==> src/rtl/core/lpps_pkg.sv <==
// ----------------------------------------------------------------------------
// Line position PID steering - package
// Widths, register codes, reset values and shared types.
// ----------------------------------------------------------------------------
`default_nettype none

package lpps_pkg;

    localparam int SENSOR_W   = 10;
    localparam int SUM_W      = 13;
    localparam int MAG_W      = 12;
    localparam int NUM_W      = 25;
    localparam int DEN_W      = 14;
    localparam int QUO_W      = 13;
    localparam int CNT_W      = 4;
    localparam int GAIN_W     = 24;
    localparam int DUTY_CFG_W = 7;
    localparam int LIMIT_W    = 16;
    localparam int DUTY_W     = 15;
    localparam int ERR_W      = 14;
    localparam int INTEG_W    = 17;
    localparam int DIFF_W     = 15;
    localparam int PROD_W     = 42;
    localparam int CORR_W     = 44;
    localparam int DUTY_Q_W   = 45;
    localparam int CFG_DATA_W = 24;
    localparam int CFG_IDX_W  = 3;

    localparam int QUEUE_DEPTH = 2;
    localparam int QPTR_W      = 1;
    localparam int QCNT_W      = 2;

    localparam logic [CNT_W-1:0]        DIV_STEPS = 4'd13;
    localparam logic signed [ERR_W-1:0] ERR_FULL  = 14'sd7680;
    localparam logic [DUTY_W-1:0]       DUTY_MAX  = 15'd32512;

    localparam logic [GAIN_W-1:0]     RST_GAIN_P    = 24'd2293760;
    localparam logic [GAIN_W-1:0]     RST_GAIN_I    = 24'd655;
    localparam logic [GAIN_W-1:0]     RST_GAIN_D    = 24'd3932160;
    localparam logic [SENSOR_W-1:0]   RST_THRESHOLD = 10'd500;
    localparam logic [DUTY_CFG_W-1:0] RST_BASE_DUTY = 7'd91;
    localparam logic [DUTY_CFG_W-1:0] RST_MIN_DUTY  = 7'd61;
    localparam logic [DUTY_CFG_W-1:0] RST_MAX_DUTY  = 7'd96;
    localparam logic [LIMIT_W-1:0]    RST_INT_LIMIT = 16'd7680;

    typedef enum logic [CFG_IDX_W-1:0] {
        CFG_GAIN_P,
        CFG_GAIN_I,
        CFG_GAIN_D,
        CFG_BLACK_THRESHOLD,
        CFG_BASE_DUTY,
        CFG_MIN_DUTY,
        CFG_MAX_DUTY,
        CFG_INTEGRAL_LIMIT
    } cfg_index_t;

    typedef struct packed {
        logic [GAIN_W-1:0]     gain_p;
        logic [GAIN_W-1:0]     gain_i;
        logic [GAIN_W-1:0]     gain_d;
        logic [SENSOR_W-1:0]   black_threshold;
        logic [DUTY_CFG_W-1:0] base_duty;
        logic [DUTY_CFG_W-1:0] min_duty;
        logic [DUTY_CFG_W-1:0] max_duty;
        logic [LIMIT_W-1:0]    integral_limit;
    } cfg_t;

    typedef struct packed {
        logic             all_black;
        logic             neg;
        logic [NUM_W-1:0] num;
        logic [DEN_W-1:0] den;
    } scan_t;

    typedef enum logic [3:0] {
        ST_IDLE,
        ST_DIV,
        ST_ERR,
        ST_MUL_P,
        ST_MUL_I,
        ST_MUL_D,
        ST_SUM,
        ST_DUTY,
        ST_SAT
    } back_state_t;

endpackage

`default_nettype wire

==> src/rtl/core/lpps_scan_if.sv <==
// ----------------------------------------------------------------------------
// Line position PID steering - scan channel
// Valid/ready channel carrying one scan of five line sensors.
// ----------------------------------------------------------------------------
`default_nettype none

interface lpps_scan_if;
    logic                          valid;
    logic                          ready;
    logic [lpps_pkg::SENSOR_W-1:0] sensor_0;
    logic [lpps_pkg::SENSOR_W-1:0] sensor_1;
    logic [lpps_pkg::SENSOR_W-1:0] sensor_2;
    logic [lpps_pkg::SENSOR_W-1:0] sensor_3;
    logic [lpps_pkg::SENSOR_W-1:0] sensor_4;

    modport source (
        output valid, sensor_0, sensor_1, sensor_2, sensor_3, sensor_4,
        input  ready
    );

    modport sink (
        input  valid, sensor_0, sensor_1, sensor_2, sensor_3, sensor_4,
        output ready
    );
endinterface

`default_nettype wire

==> src/rtl/core/lpps_steer_if.sv <==
// ----------------------------------------------------------------------------
// Line position PID steering - steering channel
// Valid/ready channel carrying motor duties and the line error.
// ----------------------------------------------------------------------------
`default_nettype none

interface lpps_steer_if;
    logic                               valid;
    logic                               ready;
    logic [lpps_pkg::DUTY_W-1:0]        left_duty;
    logic [lpps_pkg::DUTY_W-1:0]        right_duty;
    logic signed [lpps_pkg::ERR_W-1:0]  line_error;

    modport source (
        output valid, left_duty, right_duty, line_error,
        input  ready
    );

    modport sink (
        input  valid, left_duty, right_duty, line_error,
        output ready
    );
endinterface

`default_nettype wire

==> src/rtl/core/lpps_front.sv <==
// ----------------------------------------------------------------------------
// Line position PID steering - front end
// Accepts a scan, forms the rounded centroid dividend and divisor, flags
// an all-black scan.
// ----------------------------------------------------------------------------
`default_nettype none

module lpps_front (
    lpps_scan_if.sink                     scan,
    input  logic [lpps_pkg::SENSOR_W-1:0] black_threshold,
    output logic                          push_valid,
    input  logic                          push_ready,
    output lpps_pkg::scan_t               push_data
);

    logic [lpps_pkg::MAG_W-1:0] left_w;
    logic [lpps_pkg::MAG_W-1:0] right_w;
    logic [lpps_pkg::MAG_W-1:0] mag;
    logic [lpps_pkg::SUM_W-1:0] sum;
    logic                       neg;
    logic                       any_white;

    assign scan.ready = push_ready;
    assign push_valid = scan.valid;

    always_comb
    begin
        left_w  = {1'b0, scan.sensor_0, 1'b0} + {2'b0, scan.sensor_0}
                  + {2'b0, scan.sensor_1};
        right_w = {1'b0, scan.sensor_4, 1'b0} + {2'b0, scan.sensor_4}
                  + {2'b0, scan.sensor_3};
        neg     = right_w > left_w;
        mag     = neg ? (right_w - left_w) : (left_w - right_w);
        sum     = {3'b0, scan.sensor_0} + {3'b0, scan.sensor_1}
                  + {3'b0, scan.sensor_2} + {3'b0, scan.sensor_3}
                  + {3'b0, scan.sensor_4};
        any_white = (scan.sensor_0 > black_threshold)
                  || (scan.sensor_1 > black_threshold)
                  || (scan.sensor_2 > black_threshold)
                  || (scan.sensor_3 > black_threshold)
                  || (scan.sensor_4 > black_threshold);

        push_data.all_black = !any_white;
        push_data.neg       = neg;
        push_data.num       = {1'b0, mag, 12'b0} + {3'b0, mag, 10'b0} + {12'b0, sum};
        push_data.den       = {sum, 1'b0};
    end

endmodule

`default_nettype wire

==> src/rtl/core/lpps_queue.sv <==
// ----------------------------------------------------------------------------
// Line position PID steering - scan queue
// Two-entry queue between the front end and the PID back end.
// ----------------------------------------------------------------------------
`default_nettype none

module lpps_queue (
    input  logic            clk,
    input  logic            rst_n,
    input  logic            push_valid,
    output logic            push_ready,
    input  lpps_pkg::scan_t push_data,
    output logic            pop_valid,
    input  logic            pop_ready,
    output lpps_pkg::scan_t pop_data
);

    lpps_pkg::scan_t                  entry_reg [lpps_pkg::QUEUE_DEPTH];
    logic [lpps_pkg::QPTR_W-1:0]      wr_ptr_reg;
    logic [lpps_pkg::QPTR_W-1:0]      wr_ptr_next;
    logic [lpps_pkg::QPTR_W-1:0]      rd_ptr_reg;
    logic [lpps_pkg::QPTR_W-1:0]      rd_ptr_next;
    logic [lpps_pkg::QCNT_W-1:0]      count_reg;
    logic [lpps_pkg::QCNT_W-1:0]      count_next;
    logic                             do_push;
    logic                             do_pop;

    assign push_ready = count_reg != lpps_pkg::QCNT_W'(lpps_pkg::QUEUE_DEPTH);
    assign pop_valid  = count_reg != '0;
    assign pop_data   = entry_reg[rd_ptr_reg];
    assign do_push    = push_valid && push_ready;
    assign do_pop     = pop_valid && pop_ready;

    always_comb
    begin
        wr_ptr_next = do_push ? wr_ptr_reg + 1'b1 : wr_ptr_reg;
        rd_ptr_next = do_pop ? rd_ptr_reg + 1'b1 : rd_ptr_reg;
        count_next  = count_reg;
        if (do_push && !do_pop)
        begin
            count_next = count_reg + 1'b1;
        end
        else if (do_pop && !do_push)
        begin
            count_next = count_reg - 1'b1;
        end
    end

    always_ff @(posedge clk or negedge rst_n)
    begin
        if (!rst_n)
        begin
            wr_ptr_reg <= '0;
            rd_ptr_reg <= '0;
            count_reg  <= '0;
        end
        else
        begin
            wr_ptr_reg <= wr_ptr_next;
            rd_ptr_reg <= rd_ptr_next;
            count_reg  <= count_next;
        end
    end

    always_ff @(posedge clk)
    begin
        if (do_push)
        begin
            entry_reg[wr_ptr_reg] <= push_data;
        end
    end

endmodule

`default_nettype wire

==> src/rtl/core/lpps_back.sv <==
// ----------------------------------------------------------------------------
// Line position PID steering - back end
// Restoring divider for the line error, PID law on one shared multiplier,
// duty saturation and the output register.
// ----------------------------------------------------------------------------
`default_nettype none

module lpps_back (
    input  logic            clk,
    input  logic            rst_n,
    input  lpps_pkg::cfg_t  cfg,
    input  logic            pop_valid,
    output logic            pop_ready,
    input  lpps_pkg::scan_t pop_data,
    lpps_steer_if.source    steer
);

    lpps_pkg::back_state_t                 state_reg, state_next;
    logic [lpps_pkg::CNT_W-1:0]            cnt_reg, cnt_next;
    logic [lpps_pkg::DEN_W-1:0]            rem_reg, rem_next;
    logic [lpps_pkg::QUO_W-1:0]            nlow_reg, nlow_next;
    logic [lpps_pkg::DEN_W-1:0]            den_reg, den_next;
    logic [lpps_pkg::QUO_W-1:0]            quo_reg, quo_next;
    logic                                  neg_reg, neg_next;
    logic                                  black_reg, black_next;
    logic signed [lpps_pkg::ERR_W-1:0]     e_reg, e_next;
    logic signed [lpps_pkg::ERR_W-1:0]     last_reg, last_next;
    logic signed [lpps_pkg::INTEG_W-1:0]   integ_reg, integ_next;
    logic signed [lpps_pkg::DIFF_W-1:0]    diff_reg, diff_next;
    logic signed [lpps_pkg::PROD_W-1:0]    prod_reg, prod_next;
    logic signed [lpps_pkg::CORR_W-1:0]    corr_reg, corr_next;
    logic signed [lpps_pkg::DUTY_Q_W-1:0]  left_v_reg, left_v_next;
    logic signed [lpps_pkg::DUTY_Q_W-1:0]  right_v_reg, right_v_next;
    logic                                  out_valid_reg, out_valid_next;
    logic [lpps_pkg::DUTY_W-1:0]           left_out_reg, left_out_next;
    logic [lpps_pkg::DUTY_W-1:0]           right_out_reg, right_out_next;
    logic signed [lpps_pkg::ERR_W-1:0]     err_out_reg, err_out_next;

    logic [lpps_pkg::DEN_W:0]              trial;
    logic                                  trial_ge;
    logic [lpps_pkg::DEN_W:0]              trial_sub;
    logic signed [lpps_pkg::ERR_W-1:0]     quo_signed;
    logic signed [lpps_pkg::ERR_W-1:0]     e_val;
    logic signed [lpps_pkg::INTEG_W:0]     integ_sum;
    logic signed [lpps_pkg::INTEG_W:0]     lim_pos;
    logic signed [lpps_pkg::INTEG_W:0]     lim_neg;
    logic [lpps_pkg::GAIN_W-1:0]           mul_a;
    logic signed [lpps_pkg::INTEG_W-1:0]   mul_b;
    logic signed [lpps_pkg::PROD_W-1:0]    mul_prod;
    logic signed [lpps_pkg::CORR_W-1:0]    prod_ext;
    logic signed [lpps_pkg::DUTY_Q_W-1:0]  corr_ext;
    logic signed [lpps_pkg::DUTY_Q_W-1:0]  base_q;
    logic signed [lpps_pkg::DUTY_Q_W-1:0]  lo_q;
    logic signed [lpps_pkg::DUTY_Q_W-1:0]  hi_q;
    logic                                  out_free;

    function automatic logic [lpps_pkg::DUTY_W-1:0] sat_round(
        input logic signed [lpps_pkg::DUTY_Q_W-1:0] v,
        input logic signed [lpps_pkg::DUTY_Q_W-1:0] lo,
        input logic signed [lpps_pkg::DUTY_Q_W-1:0] hi
    );
        logic signed [lpps_pkg::DUTY_Q_W-1:0] s;
        logic [31:0]                          r;
        if (v > hi)
        begin
            s = hi;
        end
        else if (v < lo)
        begin
            s = lo;
        end
        else
        begin
            s = v;
        end
        r = s[31:0] + 32'h0000_8000;
        return r[30:16];
    endfunction

    assign pop_ready        = state_reg == lpps_pkg::ST_IDLE;
    assign steer.valid      = out_valid_reg;
    assign steer.left_duty  = left_out_reg;
    assign steer.right_duty = right_out_reg;
    assign steer.line_error = err_out_reg;
    assign out_free         = !out_valid_reg || steer.ready;

    assign trial     = {rem_reg, nlow_reg[lpps_pkg::QUO_W-1]};
    assign trial_ge  = trial >= {1'b0, den_reg};
    assign trial_sub = trial - {1'b0, den_reg};

    assign quo_signed = neg_reg ? -$signed({1'b0, quo_reg}) : $signed({1'b0, quo_reg});
    assign e_val      = black_reg
                        ? ((last_reg > 0) ? lpps_pkg::ERR_FULL : -lpps_pkg::ERR_FULL)
                        : quo_signed;
    assign integ_sum  = {integ_reg[lpps_pkg::INTEG_W-1], integ_reg}
                        + {{4{e_val[lpps_pkg::ERR_W-1]}}, e_val};
    assign lim_pos    = $signed({2'b0, cfg.integral_limit});
    assign lim_neg    = -lim_pos;

    assign mul_prod = $signed({1'b0, mul_a}) * mul_b;
    assign prod_ext = {{2{prod_reg[lpps_pkg::PROD_W-1]}}, prod_reg};
    assign corr_ext = {corr_reg[lpps_pkg::CORR_W-1], corr_reg};
    assign base_q   = $signed({14'b0, cfg.base_duty, 24'b0});
    assign lo_q     = $signed({14'b0, cfg.min_duty, 24'b0});
    assign hi_q     = $signed({14'b0, cfg.max_duty, 24'b0});

    always_comb
    begin
        case (state_reg)
            lpps_pkg::ST_MUL_I:
            begin
                mul_a = cfg.gain_i;
                mul_b = integ_reg;
            end
            lpps_pkg::ST_MUL_D:
            begin
                mul_a = cfg.gain_d;
                mul_b = {{2{diff_reg[lpps_pkg::DIFF_W-1]}}, diff_reg};
            end
            default:
            begin
                mul_a = cfg.gain_p;
                mul_b = {{3{e_reg[lpps_pkg::ERR_W-1]}}, e_reg};
            end
        endcase
    end

    always_comb
    begin
        state_next     = state_reg;
        cnt_next       = cnt_reg;
        rem_next       = rem_reg;
        nlow_next      = nlow_reg;
        den_next       = den_reg;
        quo_next       = quo_reg;
        neg_next       = neg_reg;
        black_next     = black_reg;
        e_next         = e_reg;
        last_next      = last_reg;
        integ_next     = integ_reg;
        diff_next      = diff_reg;
        prod_next      = prod_reg;
        corr_next      = corr_reg;
        left_v_next    = left_v_reg;
        right_v_next   = right_v_reg;
        out_valid_next = out_valid_reg && !steer.ready;
        left_out_next  = left_out_reg;
        right_out_next = right_out_reg;
        err_out_next   = err_out_reg;

        case (state_reg)
            lpps_pkg::ST_IDLE:
            begin
                if (pop_valid)
                begin
                    rem_next   = {2'b0, pop_data.num[lpps_pkg::NUM_W-1:lpps_pkg::QUO_W]};
                    nlow_next  = pop_data.num[lpps_pkg::QUO_W-1:0];
                    den_next   = pop_data.den;
                    neg_next   = pop_data.neg;
                    black_next = pop_data.all_black;
                    quo_next   = '0;
                    cnt_next   = lpps_pkg::DIV_STEPS;
                    state_next = pop_data.all_black ? lpps_pkg::ST_ERR : lpps_pkg::ST_DIV;
                end
            end
            lpps_pkg::ST_DIV:
            begin
                rem_next  = trial_ge ? trial_sub[lpps_pkg::DEN_W-1:0]
                                     : trial[lpps_pkg::DEN_W-1:0];
                quo_next  = {quo_reg[lpps_pkg::QUO_W-2:0], trial_ge};
                nlow_next = {nlow_reg[lpps_pkg::QUO_W-2:0], 1'b0};
                cnt_next  = cnt_reg - 1'b1;
                if (cnt_reg == 4'd1)
                begin
                    state_next = lpps_pkg::ST_ERR;
                end
            end
            lpps_pkg::ST_ERR:
            begin
                e_next    = e_val;
                last_next = e_val;
                diff_next = {e_val[lpps_pkg::ERR_W-1], e_val}
                            - {last_reg[lpps_pkg::ERR_W-1], last_reg};
                if (integ_sum > lim_pos)
                begin
                    integ_next = lim_pos[lpps_pkg::INTEG_W-1:0];
                end
                else if (integ_sum < lim_neg)
                begin
                    integ_next = lim_neg[lpps_pkg::INTEG_W-1:0];
                end
                else
                begin
                    integ_next = integ_sum[lpps_pkg::INTEG_W-1:0];
                end
                state_next = lpps_pkg::ST_MUL_P;
            end
            lpps_pkg::ST_MUL_P:
            begin
                prod_next  = mul_prod;
                state_next = lpps_pkg::ST_MUL_I;
            end
            lpps_pkg::ST_MUL_I:
            begin
                corr_next  = prod_ext;
                prod_next  = mul_prod;
                state_next = lpps_pkg::ST_MUL_D;
            end
            lpps_pkg::ST_MUL_D:
            begin
                corr_next  = corr_reg + prod_ext;
                prod_next  = mul_prod;
                state_next = lpps_pkg::ST_SUM;
            end
            lpps_pkg::ST_SUM:
            begin
                corr_next  = corr_reg + prod_ext;
                state_next = lpps_pkg::ST_DUTY;
            end
            lpps_pkg::ST_DUTY:
            begin
                left_v_next  = base_q - corr_ext;
                right_v_next = base_q + corr_ext;
                state_next   = lpps_pkg::ST_SAT;
            end
            lpps_pkg::ST_SAT:
            begin
                if (out_free)
                begin
                    out_valid_next = 1'b1;
                    left_out_next  = sat_round(left_v_reg, lo_q, hi_q);
                    right_out_next = sat_round(right_v_reg, lo_q, hi_q);
                    err_out_next   = e_reg;
                    state_next     = lpps_pkg::ST_IDLE;
                end
            end
            default:
            begin
                state_next = lpps_pkg::ST_IDLE;
            end
        endcase
    end

    always_ff @(posedge clk or negedge rst_n)
    begin
        if (!rst_n)
        begin
            state_reg     <= lpps_pkg::ST_IDLE;
            cnt_reg       <= '0;
            out_valid_reg <= 1'b0;
            last_reg      <= '0;
            integ_reg     <= '0;
        end
        else
        begin
            state_reg     <= state_next;
            cnt_reg       <= cnt_next;
            out_valid_reg <= out_valid_next;
            last_reg      <= last_next;
            integ_reg     <= integ_next;
        end
    end

    always_ff @(posedge clk)
    begin
        rem_reg       <= rem_next;
        nlow_reg      <= nlow_next;
        den_reg       <= den_next;
        quo_reg       <= quo_next;
        neg_reg       <= neg_next;
        black_reg     <= black_next;
        e_reg         <= e_next;
        diff_reg      <= diff_next;
        prod_reg      <= prod_next;
        corr_reg      <= corr_next;
        left_v_reg    <= left_v_next;
        right_v_reg   <= right_v_next;
        left_out_reg  <= left_out_next;
        right_out_reg <= right_out_next;
        err_out_reg   <= err_out_next;
    end

endmodule

`default_nettype wire

==> src/rtl/core/line_position_pid_steering.sv <==
// The back end takes a new scan only from idle; its work is set by the 13-step
// restoring divider, which an all-black scan skips, and the three passes of
// the shared 25x17 multiplier; a stalled steering channel also holds it.
// The two-entry queue takes up to two further scans while the back end works.
// Reset: rst_n restores config defaults and zeroes error history and integral.
// ----------------------------------------------------------------------------
// Line position PID steering - top level
// Configuration registers, front end, scan queue and PID back end.
// ----------------------------------------------------------------------------
`default_nettype none

module line_position_pid_steering (
    input  logic                            clk,
    input  logic                            rst_n,
    input  logic                            cfg_we,
    input  logic [lpps_pkg::CFG_IDX_W-1:0]  cfg_index,
    input  logic [lpps_pkg::CFG_DATA_W-1:0] cfg_data,
    lpps_scan_if.sink                       scan,
    lpps_steer_if.source                    steer
);

    lpps_pkg::cfg_t  cfg_reg;
    lpps_pkg::cfg_t  cfg_next;
    lpps_pkg::scan_t push_data;
    lpps_pkg::scan_t pop_data;
    logic            push_valid;
    logic            push_ready;
    logic            pop_valid;
    logic            pop_ready;

    always_comb
    begin
        cfg_next = cfg_reg;
        if (cfg_we)
        begin
            case (lpps_pkg::cfg_index_t'(cfg_index))
                lpps_pkg::CFG_GAIN_P:          cfg_next.gain_p = cfg_data;
                lpps_pkg::CFG_GAIN_I:          cfg_next.gain_i = cfg_data;
                lpps_pkg::CFG_GAIN_D:          cfg_next.gain_d = cfg_data;
                lpps_pkg::CFG_BLACK_THRESHOLD:
                    cfg_next.black_threshold = cfg_data[lpps_pkg::SENSOR_W-1:0];
                lpps_pkg::CFG_BASE_DUTY:
                    cfg_next.base_duty = cfg_data[lpps_pkg::DUTY_CFG_W-1:0];
                lpps_pkg::CFG_MIN_DUTY:
                    cfg_next.min_duty = cfg_data[lpps_pkg::DUTY_CFG_W-1:0];
                lpps_pkg::CFG_MAX_DUTY:
                    cfg_next.max_duty = cfg_data[lpps_pkg::DUTY_CFG_W-1:0];
                lpps_pkg::CFG_INTEGRAL_LIMIT:
                    cfg_next.integral_limit = cfg_data[lpps_pkg::LIMIT_W-1:0];
                default:
                begin
                    cfg_next = cfg_reg;
                end
            endcase
        end
    end

    always_ff @(posedge clk or negedge rst_n)
    begin
        if (!rst_n)
        begin
            cfg_reg.gain_p          <= lpps_pkg::RST_GAIN_P;
            cfg_reg.gain_i          <= lpps_pkg::RST_GAIN_I;
            cfg_reg.gain_d          <= lpps_pkg::RST_GAIN_D;
            cfg_reg.black_threshold <= lpps_pkg::RST_THRESHOLD;
            cfg_reg.base_duty       <= lpps_pkg::RST_BASE_DUTY;
            cfg_reg.min_duty        <= lpps_pkg::RST_MIN_DUTY;
            cfg_reg.max_duty        <= lpps_pkg::RST_MAX_DUTY;
            cfg_reg.integral_limit  <= lpps_pkg::RST_INT_LIMIT;
        end
        else
        begin
            cfg_reg <= cfg_next;
        end
    end

    lpps_front u_front (
        .scan            (scan),
        .black_threshold (cfg_reg.black_threshold),
        .push_valid      (push_valid),
        .push_ready      (push_ready),
        .push_data       (push_data)
    );

    lpps_queue u_queue (
        .clk        (clk),
        .rst_n      (rst_n),
        .push_valid (push_valid),
        .push_ready (push_ready),
        .push_data  (push_data),
        .pop_valid  (pop_valid),
        .pop_ready  (pop_ready),
        .pop_data   (pop_data)
    );

    lpps_back u_back (
        .clk       (clk),
        .rst_n     (rst_n),
        .cfg       (cfg_reg),
        .pop_valid (pop_valid),
        .pop_ready (pop_ready),
        .pop_data  (pop_data),
        .steer     (steer)
    );

endmodule

`default_nettype wire

==> src/flat_wrapper.sv <==
// flat-port wrapper written by rule: the top's interface ports become plain ports
module line_position_pid_steering_flat 
  (clk, rst_n, cfg_we, cfg_index, cfg_data, scan_valid, scan_sensor_0, scan_sensor_1, scan_sensor_2, scan_sensor_3, scan_sensor_4, scan_ready, steer_valid, steer_left_duty, steer_right_duty, steer_line_error, steer_ready);
  lpps_scan_if scan_i ();
  lpps_steer_if steer_i ();
  input  logic clk;
  input  logic rst_n;
  input  logic cfg_we;
  input  logic [lpps_pkg::CFG_IDX_W-1:0] cfg_index;
  input  logic [lpps_pkg::CFG_DATA_W-1:0] cfg_data;
  input wire logic [$bits(scan_i.valid)-1:0] scan_valid;
  input wire logic [$bits(scan_i.sensor_0)-1:0] scan_sensor_0;
  input wire logic [$bits(scan_i.sensor_1)-1:0] scan_sensor_1;
  input wire logic [$bits(scan_i.sensor_2)-1:0] scan_sensor_2;
  input wire logic [$bits(scan_i.sensor_3)-1:0] scan_sensor_3;
  input wire logic [$bits(scan_i.sensor_4)-1:0] scan_sensor_4;
  output wire logic [$bits(scan_i.ready)-1:0] scan_ready;
  output wire logic [$bits(steer_i.valid)-1:0] steer_valid;
  output wire logic [$bits(steer_i.left_duty)-1:0] steer_left_duty;
  output wire logic [$bits(steer_i.right_duty)-1:0] steer_right_duty;
  output wire logic [$bits(steer_i.line_error)-1:0] steer_line_error;
  input wire logic [$bits(steer_i.ready)-1:0] steer_ready;
  assign scan_i.valid = scan_valid;
  assign scan_i.sensor_0 = scan_sensor_0;
  assign scan_i.sensor_1 = scan_sensor_1;
  assign scan_i.sensor_2 = scan_sensor_2;
  assign scan_i.sensor_3 = scan_sensor_3;
  assign scan_i.sensor_4 = scan_sensor_4;
  assign scan_ready = scan_i.ready;
  assign steer_valid = steer_i.valid;
  assign steer_left_duty = steer_i.left_duty;
  assign steer_right_duty = steer_i.right_duty;
  assign steer_line_error = steer_i.line_error;
  assign steer_i.ready = steer_ready;
  line_position_pid_steering u_core (.clk(clk), .rst_n(rst_n), .cfg_we(cfg_we), .cfg_index(cfg_index), .cfg_data(cfg_data), .scan(scan_i), .steer(steer_i));
endmodule
==> config.mk <==
export PLATFORM = sky130hd
export DESIGN_NAME = line_position_pid_steering_flat
export DESIGN_NICKNAME = d
export VERILOG_FILES = /design/src/rtl/core/lpps_pkg.sv /design/src/rtl/core/lpps_scan_if.sv /design/src/rtl/core/lpps_steer_if.sv /design/src/rtl/core/lpps_front.sv /design/src/rtl/core/lpps_queue.sv /design/src/rtl/core/lpps_back.sv /design/src/rtl/core/line_position_pid_steering.sv /design/src/flat_wrapper.sv
export SDC_FILE = /design/constraint.sdc
export NUM_CORES = 2
export LEC_CHECK = 0
export BUFFER_PORTS_ARGS = -buffer_cell sky130_fd_sc_hd__buf_4
export CAP_MARGIN = 20
export CELL_PAD_IN_SITES_DETAIL_PLACEMENT = 0
export CELL_PAD_IN_SITES_GLOBAL_PLACEMENT = 1
export CORE_MARGIN = 2
export CORE_UTILIZATION = 33
export CTS_CLUSTER_SIZE = 8
export DETAILED_ROUTE_END_ITERATION = 12
export MAX_ROUTING_LAYER = met4
export PLACE_DENSITY = 0.65
export SLEW_MARGIN = 15
export SYNTH_ARGS = -nofsm -noshare
export SYNTH_HDL_FRONTEND = slang
export SYNTH_SLANG_ARGS = --single-unit
==> constraint.sdc <==
create_clock -name clk -period 7.2 [get_ports clk]
set_clock_uncertainty 0.1 [all_clocks]
set_input_delay 1.08 -clock clk [delete_from_list [all_inputs] [get_ports clk]]
set_output_delay 1.08 -clock clk [all_outputs]
set_load 0.03 [all_outputs]
-- Word level (Yosys, flattened, before mapping)
Memory sizes are Yosys's and may differ from the RTL's.
Cells that the tools add are included.
- flip-flop bits (word level): 468
- logic and storage cells: 166
- bits in writable memories: 80
- memories kept: 1
- bits of input ports: 82
- output and inout bits: 46
- memory list (memory ; depth ; width ; rd ports ; clocked after memory_dff ; wr ports ; line ; source):
    u_core.u_queue.entry_reg ; 2 ; 40 ; 1 ; 0 ; 1 ; lpps_queue.sv:18 ; lpps_pkg::scan_t entry_reg [lpps_pkg::QUEUE_DEPTH];
- order comparisons: 14
- $mul: 1
- equality and inequality tests: 20
- mux-type cells: 37
- reduce and logical (&&, ||, !) cells: 35
- add/sub/neg operators: 27
- operators with widths (kind ; count):
    31-bit 2-to-1 mux ; 8
    45-bit by 32-bit greater-than comparator with 1-bit output ; 2
    45-bit by 32-bit < comparator with 1-bit output ; 2
    44-bit case mux with 2 select lines ; 1
    14-bit 2-to-1 mux ; 5
    31-bit by 16-bit adder with 31-bit output, second input constant ; 2
    13-bit case mux with 2 select lines ; 2
    10-bit greater-than comparator ; 5
    24-bit case mux with 2 select lines ; 1
    32-bit by 44-bit adder with 45-bit output ; 1
    32-bit by 44-bit subtractor with 45-bit output ; 1
    44-bit by 42-bit adder with 44-bit output ; 1
    25-bit by 17-bit multiplier with 42-bit output ; 1
    11-bit by 10-bit adder with 12-bit output ; 3
    4-bit case mux with 9 select lines ; 1
    17-bit 2-to-1 mux ; 2
    17-bit case mux with 2 select lines ; 1
    14-bit case mux with 2 select lines ; 1
    13-bit 2-to-1 mux ; 2
    24-bit by 22-bit adder with 25-bit output ; 1
    25-bit by 13-bit adder with 25-bit output ; 1
    12-bit by 10-bit adder with 12-bit output ; 2
    12-bit subtractor ; 2
    2-bit AND reduction ; 11
    39 further kinds ; 75

-- Logic depth before layout (Yosys ltp)
- depth after elaboration: 7
- depth in mapped cells: 34
- depth with buffers taken out: 32

-- By module
Synthesis repeated with hierarchy kept, for this count alone.
- cell total of the unflattened synthesis: 4688
- area, all modules: 47887.2 µm²
- by module, submodules not included (module ; times used ; area each (µm²) ; cells an instance ; seq. area each (µm²)):
    lpps_back ; 1 ; 34755.8 ; 3687 ; 10129.7
    lpps_front ; 1 ; 5202.5 ; 594 ; 0.0
    line_position_pid_steering ; 1 ; 4573.1 ; 261 ; 3021.6
    lpps_queue ; 1 ; 3355.7 ; 146 ; 2562.5

-- Worst setup path before layout
Ideal clock, no wire load.
- kind: reg-to-reg
- start: register u_core.u_back.state_reg[3]
- end: register u_core.u_back.prod_reg[40] (netlist name) (data pin)
- clock period less this slack: 7.844 ns
- library setup time: 0.261 ns
- arrival: 7.483 ns
- slack: -0.644 ns
- required time: 6.839 ns
- cell stages (with the launch flop): 30
- buffers on the path: 5
- path through: dfrtp_1 > clkbuf_1 > nand2b_1 > clkbuf_1 > nor2_1 > clkbuf_1 > clkbuf_1 > nor2_1 > a21oi_1 > clkbuf_1 > nand2_1 > fa_1 > fa_1 > fa_1 > inv_1 > fa_1 > fa_1 > inv_1 > fa_1 > inv_1 > ha_1 > a21o_1 > a31oi_1 > nand2_1 > o21ai_0 > o211ai_1 > a31oi_1 > inv_1 > o2111a_1 > a311o_1
- word-level cells in the longest chain between the ends: 3
- elaborated cells between the ends (all ways): 5
- classes of those cells: 1 x mul; 2 x eq/ne; 2 x mux
- RTL lines (what ; line ; source):
    from (decl) ; lpps_back.sv:18 ; lpps_pkg::back_state_t state_reg, state_next;
    from (signal assigned) ; lpps_back.sv:248 ; state_reg <= lpps_pkg::ST_IDLE;
    from (signal assigned) ; lpps_back.sv:256 ; state_reg <= state_next;
    4-bit by 3-bit == test with 1-bit output ; lpps_back.sv:109 ; case (state_reg)
    24-bit case mux with 2 select lines / 17-bit case mux with 2 select lines (equally long branches) ; lpps_back.sv:109 ;
    25-bit by 17-bit multiplier with 42-bit output * ; lpps_back.sv:100 ; assign mul_prod = $signed({1'b0, mul_a}) * mul_b;
    via u_core.u_back.mul_prod (one bit) ; lpps_back.sv:49 ; logic signed [lpps_pkg::PROD_W-1:0] mul_prod;
    to (signal assigned) ; lpps_back.sv:274 ; prod_reg <= prod_next;
    to (decl) ; lpps_back.sv:30 ; logic signed [lpps_pkg::PROD_W-1:0] prod_reg, prod_next;
The timed path passes the listed nets; every way through them passes the cells marked *.
A chain may end at the register's enable or synchronous reset.

-- Worst setup path after layout
Ends and elaborated chain as after synthesis.

==> metrics.md <==
| Metric | Value |
|---|---|
| FF/Latch Area | `15000 sq um` |
| I/O Pins | `128` |
| CTS clk-pin slew, worst paths | `0.05 ns` |
| Drt first-iter violations | `2435` |
| Nets@finish | `6119` |
| Flops & latches, synth | `526` |
| Routed WL | `136000 um` |
| CP required | `7.52 ns` |
| Root buffer cell | `clkbuf_16` |
| Most frequent cells in the layout | `inv_1, buf_4, ha_1` |
| Most common cell after layout, fill and taps aside | `inv_1` |
| WL/cell | `19.0 um` |
| Syn Std Cell Area | `46800 sq um` |
| Fin crit share | `100%` |
| Mean Syn Cell Area | `10.1 sq um` |
| Fin Setup TNS | `0 ns` |
| Fmax | `139 MHz` |
| Pre-CTS setup slack | `-0.367 ns` |
| Die width | `380 um` |
| Antenna violations before repair | `10` |
| Yosys top cell by area | `edfxtp_1` |
| Total number of vias | `35295` |
| Hold Vio Cnt, Final | `0` |
| Kind of critical path | `flop to flop` |
| Post-route ant nets | `0` |
| Critical path's slowest cell | `fa_1` |
| Gate Count Post-Synth | `4646` |
| Global-route wire length before repair | `209000 um` |
| Top cell type's share of synthesized area | `23.3%` |
| Sequential-to-total area share from yosys stat | `32.1%` |
| Core ar. | `141000 sq um` |
| Vias in the first global route | `35754` |
| Setup slack, reg-to-reg | `0.003 ns` |
| DRC viols | `0` |
| Synth top area cells | `edfxtp_1, fa_1, ha_1, dfrtp_1, inv_1` |
| Ratio of cells with drive above 1 in the final layout | `23.1%` |
| Clock Path Buffers | `3` |
| Final period demand of the worst path | `7.20 ns` |
| Worst setup margin | `0.00295 ns` |
| Grt total ovfl | `0` |
| EDFF count, synth | `363` |
| Hold-fix buffers at CTS | `0` |
| Via/cell ratio | `4.93` |
| Total die area | `145000 sq um` |
| Least-Margin Pin Slew | `1.03 ns` |
| Asr flop ratio synth | `31.0%` |
| Ys Warns | `0` |
| Mapped Nets | `5556` |
| Pre-antenna DRT Iters | `5` |
| MaxCap Viol Count | `0` |
| Later-pin clock latency in the skew report | `0.66 ns` |
| I/O Buffers | `127` |
| Area growth syn-to-layout | `23.3%` |
| Multi-input logic area | `30000 sq um` |
| Critical path launch point type | `flop` |
| Pins Over Slew Limit | `0` |
| Final setup vio count | `0` |
| Max reg flops | `119` |
| CP endpoint kind | `flop` |
| Num CTS Buffers | `78` |
| Most common flop cell mapped by yosys | `edfxtp_1` |
| RSZ-0062 raised after global routing | `yes` |
| CTS H-tree depth | `3` |
| Starting Density | `33.1%` |
| Status | `completed` |
| Critical path's largest stage delay | `0.60 ns` |
| Clock Sink Count | `526` |
| Row count | `138` |
| TritonCTS clock tree | `built` |
| Worst rel slew slack | `31.5%` |
| Global Route Usage Sum | `19.0%` |
| Global placement routability congestion | `0.920` |
| Chip Height | `380 um` |
| Filler cells | `13871` |
| Largest net degree at the start of global routing | `143` |
| Fin util | `40.9%` |
| Worst Path Max Fanout | `8` |
| Yosys cell types | `83` |
| Hold Path Class | `input pin to async pin` |
| WP data arrival | `7.52 ns` |
| Post-detailed-placement half-perimeter wirelength | `106000 um` |
-- per-stage QoR --
step                cells  hold WS (ns)  area [sq um]
floorplan            4646         0.327         47100
global placement     6902         0.387         53000
detailed placement   6902         0.394         53000
CTS                  7093         0.128         56200
global route         7157         0.161         57600
finish               7157         0.180         57600
-- kinds of logic after synthesis --
group	Yosys count	synth area share, %
AND/OR/NAND/NOR	1263	12.4
adder cells (fa/ha/maj)	828	28.4
AO/OA/AOI/OAI	794	11.1
buffers and inverters	757	6.08
flip-flops	526	32.1
XOR/XNOR	249	4.66
multiplexers	229	5.34
-- routing by layer --
metal | share of wire, % | track usage [%]
met2 | 45 | 29.4
met1 | 46 | 25.5
met5 | 0 | -
met3 | 5.2 | 3.20
met4 | 3.0 | 5.92
-- cells in the mapped netlist (19+ instances only) --
cell type  count
nand3_1       57
o21a_1        40
and2_1        41
nor2b_1       36
or3_1         21
nor4_1        31
o31ai_1       22
a21o_1       115
dfrtp_1      128
xnor2_1      163
nand2b_1      32
fa_1         387
a21oi_1      221
ha_1         441
nor3_1        66
mux2i_1       67
a21boi_0      23
nor2_1       436
o21ai_0      158
dfstp_2       35
edfxtp_1     363
xor2_1        86
nand4_1       45
clkbuf_1     131
a31oi_1       20
o211ai_1      29
o21bai_1      29
inv_1        609
nand2_1      414
a211oi_1      20
or2_2         19
mux2_2       162
-- area by class of cell --
class / instances / share of cell area [%]
Antenna cell: 3 / 0.0130
Clock buffer: 126 / 3.81
Clock inverter: 9 / 0.328
Inverter: 610 / 3.98
Multi-Input combinational cell: 3363 / 52.0
Sequential cell: 526 / 26.1
Tap cell: 1890 / 4.10
Timing Repair Buffer: 630 / 9.67
-- worst max-delay path: cells and delay by family, from the launching register on --
kind	cells	cell delay, ns
flops	1	0.37
fa+ha+maj	7	3.20
buf+inv	10	1.07
compound gates	9	1.79
simple gates	4	0.37
-- path summary, 6_finish.rpt --
check	from	end	cells past startpoint
max in group asynchronous	rst_n	u_core.u_back.state_reg[0]	2
hold reg to reg	u_core.u_queue.count_reg[1]	u_core.u_queue.count_reg[1]	1
setup reg to reg	u_core.u_back.state_reg[3]	u_core.u_back.prod_reg[40]	30
hold / removal	rst_n	u_core.cfg_reg[90]	1
min in group clk	u_core.u_queue.count_reg[1]	u_core.u_queue.count_reg[1]	1
setup / recovery	u_core.u_back.state_reg[3]	u_core.u_back.prod_reg[40]	30
-- what timing repair did --
item	in CTS	in global routing
buffers inserted	51	61
gates resized for setup	55	255
endpoints found under the setup margin	17	27
pin swaps	33	203
gates cloned	5	6
Power is not shown: default switching activity piles up to over one toggle a cycle in this logic, so the estimate is an artifact.
